**config.mk**
```make
export PLATFORM = sky130hd
export DESIGN_NAME = msfu_ctrl
export DESIGN_NICKNAME = d
export VERILOG_FILES = /design/src/hdl/msfu_pkg.sv /design/src/hdl/msfu_ctrl.sv
export VERILOG_INCLUDE_DIRS = /design/src /design/src/hdl
export SDC_FILE = /design/constraint.sdc
export NUM_CORES = 1
export LEC_CHECK = 0
export ABC_AREA = 1
export BUFFER_PORTS_ARGS = -buffer_cell sky130_fd_sc_hd__buf_2
export CORE_MARGIN = 2
export CORE_UTILIZATION = 40
export CTS_BUF_LIST = sky130_fd_sc_hd__clkbuf_8
export DETAILED_ROUTE_END_ITERATION = 7
export PLACE_DENSITY = 0.72
export SETUP_SLACK_MARGIN = 0.05
export SKIP_CTS_REPAIR_TIMING = 1
export SLEW_MARGIN = 5
export SYNTH_ARGS = -nofsm -noshare
export SYNTH_HDL_FRONTEND = slang
export SYNTH_SLANG_ARGS = --single-unit
```
**constraint.sdc**
```tcl
create_clock -name i_clk -period 1.4 [get_ports i_clk]
set_input_delay 0.42 -clock i_clk [delete_from_list [all_inputs] [get_ports i_clk]]
set_output_delay 0.42 -clock i_clk [all_outputs]
set_load 0.01 [all_outputs]
```
**src/hdl/metropolis_spin_flip_update_macros.svh**
```systemverilog
// ----------------------------------------------------------------------------
// Assertion macros for the spin flip update block
// Shared implication forms with clock and reset arguments.
// ----------------------------------------------------------------------------
`ifndef METROPOLIS_SPIN_FLIP_UPDATE_MACROS_SVH
`define METROPOLIS_SPIN_FLIP_UPDATE_MACROS_SVH

// same-cycle implication
`define MSFU_ASSERT_IMP(name, clk, rstn, pre, post) \
    name: assert property (@(posedge clk) disable iff (!(rstn)) (pre) |-> (post)) \
        else $error("msfu assertion failed");

// next-cycle implication
`define MSFU_ASSERT_NXT(name, clk, rstn, pre, post) \
    name: assert property (@(posedge clk) disable iff (!(rstn)) (pre) |=> (post)) \
        else $error("msfu assertion failed");

`endif

```
**src/hdl/msfu_pkg.sv**
```systemverilog
// ----------------------------------------------------------------------------
// msfu_pkg
// Constants, command and status types and the exponential table function.
// ----------------------------------------------------------------------------
package msfu_pkg;

    localparam int SIDE        = 32;
    localparam int CW          = $clog2(SIDE);
    localparam int AW          = 2 * CW;
    localparam int DEPTH       = 1 << AW;
    localparam int D2_W        = 2 * CW + 1;
    localparam int RECIP_W     = 17;
    localparam int FAR_W       = 2 * CW + 18;
    localparam int NEAR_W      = 19;
    localparam int CPL_W       = 16;
    localparam int FIELD_W     = 20;
    localparam int BETA_W      = 24;
    localparam int LRS_W       = 24;
    localparam int MAGP_W      = FAR_W - 1 + LRS_W;
    localparam int LR_W        = MAGP_W - 14;
    localparam int LOC_W       = LR_W + 2;
    localparam int DE_W        = LOC_W + 1;
    localparam int DEO_W       = 32;
    localparam int PROD_W      = 31 + BETA_W;
    localparam int IX_SHIFT    = 14;
    localparam int EXP_ENTRIES = 1024;
    localparam int EXP_AW      = $clog2(EXP_ENTRIES);
    localparam int EXP_W       = 17;
    localparam int SUM_W       = 12;
    localparam int U_W         = 16;
    localparam int IN_CW       = 5;
    localparam int CFG_IW      = 2;
    localparam int CFG_DW      = 24;

    localparam logic [31:0] DECAY_STEP = 32'd4228380000;

    localparam logic [CFG_IW-1:0] CFG_FIELD = 2'd0;
    localparam logic [CFG_IW-1:0] CFG_BETA  = 2'd1;
    localparam logic [CFG_IW-1:0] CFG_LRS   = 2'd2;

    localparam logic signed [FIELD_W-1:0] FIELD_RESET = 20'sd1229;
    localparam logic [BETA_W-1:0]         BETA_RESET  = 24'd256000;
    localparam logic [LRS_W-1:0]          LRS_RESET   = 24'd369;
    localparam logic signed [CPL_W-1:0]   CPL_RESET   = -16'sd4096;

    typedef struct packed {
        logic clr;
        logic cap;
        logic load_rd;
        logic load_wr;
        logic fin_off;
        logic rd1;
        logic rd2;
        logic sw_run;
        logic cnt_clr;
        logic do_mul;
        logic do_sum;
        logic do_idx;
        logic do_exp;
        logic fin_trial;
    } t_cmd;

    typedef struct packed {
        logic cnt_last;
        logic out_free;
        logic in_func;
        logic in_off;
    } t_sts;

    function automatic logic [EXP_W-1:0] exp_entry(input int k);
        logic [63:0] acc;
        logic [95:0] t;
        int          i;
        acc = 64'd1 << 32;
        for (i = 1; i <= k; i++) begin
            t   = 96'(acc) * 96'(DECAY_STEP) + (96'd1 << 31);
            acc = t[95:32];
        end
        t = 96'(acc) + 96'd32768;
        return EXP_W'(t >> 16);
    endfunction

endpackage

```
**src/hdl/msfu_ctrl.sv**
```systemverilog
// ----------------------------------------------------------------------------
// msfu_ctrl
// Sequencer: clearing pass, load, off-lattice words, trial sweep and accept steps.
// ----------------------------------------------------------------------------
`include "metropolis_spin_flip_update_macros.svh"

module msfu_ctrl (
    input  logic          i_clk,
    input  logic          i_rst_n,
    input  logic          i_in_valid,
    output logic          o_in_ready,
    input  msfu_pkg::t_sts i_sts,
    output msfu_pkg::t_cmd o_cmd
);
    import msfu_pkg::*;

    localparam logic [3:0] ST_CLEAR   = 4'd0;
    localparam logic [3:0] ST_IDLE    = 4'd1;
    localparam logic [3:0] ST_LOAD_RD = 4'd2;
    localparam logic [3:0] ST_LOAD_WR = 4'd3;
    localparam logic [3:0] ST_OFF     = 4'd4;
    localparam logic [3:0] ST_RD1     = 4'd5;
    localparam logic [3:0] ST_RD2     = 4'd6;
    localparam logic [3:0] ST_SWEEP   = 4'd7;
    localparam logic [3:0] ST_DRAIN1  = 4'd8;
    localparam logic [3:0] ST_DRAIN2  = 4'd9;
    localparam logic [3:0] ST_MUL     = 4'd10;
    localparam logic [3:0] ST_SUM     = 4'd11;
    localparam logic [3:0] ST_IDX     = 4'd12;
    localparam logic [3:0] ST_EXP     = 4'd13;
    localparam logic [3:0] ST_FIN     = 4'd14;

    logic [3:0] r_state;
    logic [3:0] n_state;
    logic       w_accept;

    assign o_in_ready = (r_state == ST_IDLE);
    assign w_accept   = i_in_valid && o_in_ready;

    always_comb begin
        n_state = r_state;
        o_cmd   = '0;
        case (r_state)
            ST_CLEAR: begin
                o_cmd.clr = 1'b1;
                if (i_sts.cnt_last) n_state = ST_IDLE;
            end
            ST_IDLE: begin
                if (w_accept) begin
                    o_cmd.cap = 1'b1;
                    if (i_sts.in_off)       n_state = ST_OFF;
                    else if (i_sts.in_func) n_state = ST_RD1;
                    else                    n_state = ST_LOAD_RD;
                end
            end
            ST_LOAD_RD: begin
                o_cmd.load_rd = 1'b1;
                n_state = ST_LOAD_WR;
            end
            ST_LOAD_WR: begin
                if (i_sts.out_free) begin
                    o_cmd.load_wr = 1'b1;
                    n_state = ST_IDLE;
                end
            end
            ST_OFF: begin
                if (i_sts.out_free) begin
                    o_cmd.fin_off = 1'b1;
                    n_state = ST_IDLE;
                end
            end
            ST_RD1: begin
                o_cmd.rd1     = 1'b1;
                o_cmd.cnt_clr = 1'b1;
                n_state = ST_RD2;
            end
            ST_RD2: begin
                o_cmd.rd2 = 1'b1;
                n_state = ST_SWEEP;
            end
            ST_SWEEP: begin
                o_cmd.sw_run = 1'b1;
                if (i_sts.cnt_last) n_state = ST_DRAIN1;
            end
            ST_DRAIN1: n_state = ST_DRAIN2;
            ST_DRAIN2: n_state = ST_MUL;
            ST_MUL: begin
                o_cmd.do_mul = 1'b1;
                n_state = ST_SUM;
            end
            ST_SUM: begin
                o_cmd.do_sum = 1'b1;
                n_state = ST_IDX;
            end
            ST_IDX: begin
                o_cmd.do_idx = 1'b1;
                n_state = ST_EXP;
            end
            ST_EXP: begin
                o_cmd.do_exp = 1'b1;
                n_state = ST_FIN;
            end
            ST_FIN: begin
                if (i_sts.out_free) begin
                    o_cmd.fin_trial = 1'b1;
                    n_state = ST_IDLE;
                end
            end
            default: n_state = ST_IDLE;
        endcase
    end

    always_ff @(posedge i_clk) begin
        if (!i_rst_n) begin
            r_state <= ST_CLEAR;
        end else begin
            r_state <= n_state;
        end
    end

    `MSFU_ASSERT_NXT(a_accept_leaves_idle, i_clk, i_rst_n, w_accept, r_state != ST_IDLE)
    `MSFU_ASSERT_IMP(a_sweep_not_clear, i_clk, i_rst_n, o_cmd.sw_run, r_state != ST_CLEAR)
    `MSFU_ASSERT_NXT(a_sweep_end_drains, i_clk, i_rst_n,
                     o_cmd.sw_run && i_sts.cnt_last, r_state == ST_DRAIN1)

endmodule

```
==> summary.md <==
| Metric | Value |
|---|---|
| Area leader, netlist | dfxtp_1 |
| Met3 WL | 84 um |
| Remaining antenna violation count | 0 |
| Final Hold Viols | 0 |
| Vias post-DR | 671 |
| Switching share of power | 48.9% |
| Clock sinks | 4 |
| Critical Path Source Type | register |
| I/O pin count | 22 |
| FMAX | 639 MHz |
| Regs by FF count | r_state x4 |
| Synth-to-Final Area Change | 53.9% |
| Initial antenna violation count | 0 |
| Clock Skew | 2.52 ps |
| Post-synthesis sequential area ratio | 14.3% |
| Final period util | 112% |
| Worst slew pin tran | 190 ps |
| Clk slew on worst S/H paths | 30 ps |
| Final setup viols | 15 |
| Final min period | 1570 ps |
| Initial Utilization | 43.2% |
| Final WS setup | -165 ps |
| Die Area | 1720 sq um |
| Ant diodes | 0 |
| Outcome | finished with violations |
| NumNets Final | 138 |
| Post-synth top area share | 14.3% |
| Dpl ws | -9.60 ps |
| Cells after synthesis | 98 |
| Global-route wire length before repair | 2190 um |
| Metal2 WL | 790 um |
| Die Width | 41.5 um |
| Layout cells sized above 1 | 56.6% |
| #FFs+latches synth | 4 |
| Final Wtd Congestion | 0.811 |
| Flop pwr share | 17.1% |
| Drt total wl | 1490 um |
| Die height | 41.5 um |
| Highest routed layer | met4 |
| Detailed-route wire length per cell | 10.4 um |
| Number of global-route vias before repair | 556 |
| Clock power share | 14.9% |
| Cell Area, Synth | 562 sq um |
| Post-DP Area | 711 sq um |
| Leakage | 0.000512 uW |
| Root buffer cell | clkbuf_8 |
| Psw | 770 uW |
| Vias/cell | 4.66 |
| Cells after DPL | 136 |
| Worst Hold Class | input port to register |
| Worst-skew pair later-pin latency | 210 ps |
| FF/Latch Area | 92.6 sq um |
| Worst vdd ir | 0.00118 V |
| Layout Cells excl Fill | 144 |
| RSZ-0062 raised after global routing | true |
| CTS HTree Levels | 1 |
| Final Max Slew Viols | 0 |
| Largest net degree at the start of global routing | 7 |
| Syn_area_per_cell | 5.73 sq um |
| Max-slew headroom | 87.2% |
| Multi-input logic area | 425 sq um |
| DRC Markers | 0 |
| WP data arrival | 1150 ps |
| Top reg by flops | r_state |
| Fillers | 122 |
| Core area | 1300 sq um |
| Pre-antenna DRT Iters | 4 |
| Int Power | 804 uW |
| PwrDens | 1820 nW/um^2 |
| Port bufs | 21 |
| Max Cap Viol | 0 |
| GRT Total Usage | 15.5% |
| Element type at the critical path end | output pin |
| Top post-synthesis cells by area | dfxtp_1, nand2_1, nor2_1 |
| Cell area after layout | 865 sq um |
| Logic pwr share | 68.0% |
| Commonest cells after routing, fill and taps aside | buf_2, nand2_1, nor2_1 |
| Commonest non-fill, non-tap cell in the layout | buf_2 |
| Mapped Nets | 105 |
| Critical path fanouts, max | 6 |
| CTS buffer count | 3 |
| Crit Path Class | register to output pin |
| Detailed Route Iter0 Violations | 17 |
| Util after Layout | 66.4% |
| Max FFs per register | 4 |
| Row cnt | 13 |
| Failing checks | setup timing |
| Dpl hpwl | 1070 um |
| CTS Buffer Depth | 2 |
| YS warnings | 0 |
| Gr ovfl total | 0 |
| CTS tree | yes |
| Yosys cell types | 18 |
| WL met1 | 590 um |
| WP data required | 980 ps |
-- stage by stage --
step / setup TNS, ps / power, uW / hold WS, ps
finish: -1500 / 1570 / 461
global route: -2560 / 1720 / 486
CTS: -3120 / 1390 / 470
detailed placement: -17.4 / 1150 / 658
global placement: -0.683 / 1140 / 646
floorplan: 0 / 935 / 541
-- power groups by stage --
stage	clock (uW)	combinational (uW)	sequential [uW]
2_1_floorplan	0	743	193
3_3_place_gp	0	904	237
3_5_place_dp	0	913	239
4_1_cts	240	916	238
5_1_grt	251	1190	276
6_report	235	1070	269
-- Yosys cell counts --
cell and count:
buf_4 1, xor2_1 1, nor2_1 19, nand3_2 2, nor2_8 1, nand2_4 2, inv_1 13, dfxtp_1 4
nor3_1 1, nand2_1 20, inv_2 6, o21ai_0 2, nand2_2 5, nor2_4 2, nor2_2 7, buf_6 2
a21oi_1 2, nand3_1 8
-- cell families (layout without fill, tap and decap cells) --
group	count (synthesis)	after routing	synth area share [%]
buf+inv	22	53	18.0
compound gates	4	4	3.56
flops	4	4	14.3
simple gates	67	67	62.6
xor+xnor	1	1	1.56
-- path summary, 6_finish.rpt --
| kind | startpoint | endpoint | slack [ps] | cells past startpoint |
|---|---|---|---|---|
| setup / recovery | r_state[2] | o_cmd[12] | -170 | 5 |
| hold / removal | i_rst_n | r_state[1] | 460 | 3 |
| setup reg to reg | r_state[2] | r_state[2] | 20 | 10 |
| hold reg to reg | r_state[1] | r_state[1] | 630 | 4 |
-- layout make-up --
type                       instances  area share (%)
tap                               15            2.17
sequential                         4            10.7
clock buffer                       3            4.78
inverter                          19            8.54
multi-input combinational         72            49.2
timing repair buffer              31            24.6
-- worst max-delay path, stage by stage (launching register included) --
cell     delay [ps]
dfxtp_4         360
buf_12          130
nor2_8          130
nand2_4          90
nor2_1           90
buf_2           130
-- per-layer routing --
metal | vias up | global-route usage, %
met5 | - | 0
met4 | 0 | 1.94
met3 | 4 | 2.61
met2 | 27 | 25.9
met1 | 282 | 21.3
li1 | 358 | -
Note: power is estimated with default switching activity, not from simulation.
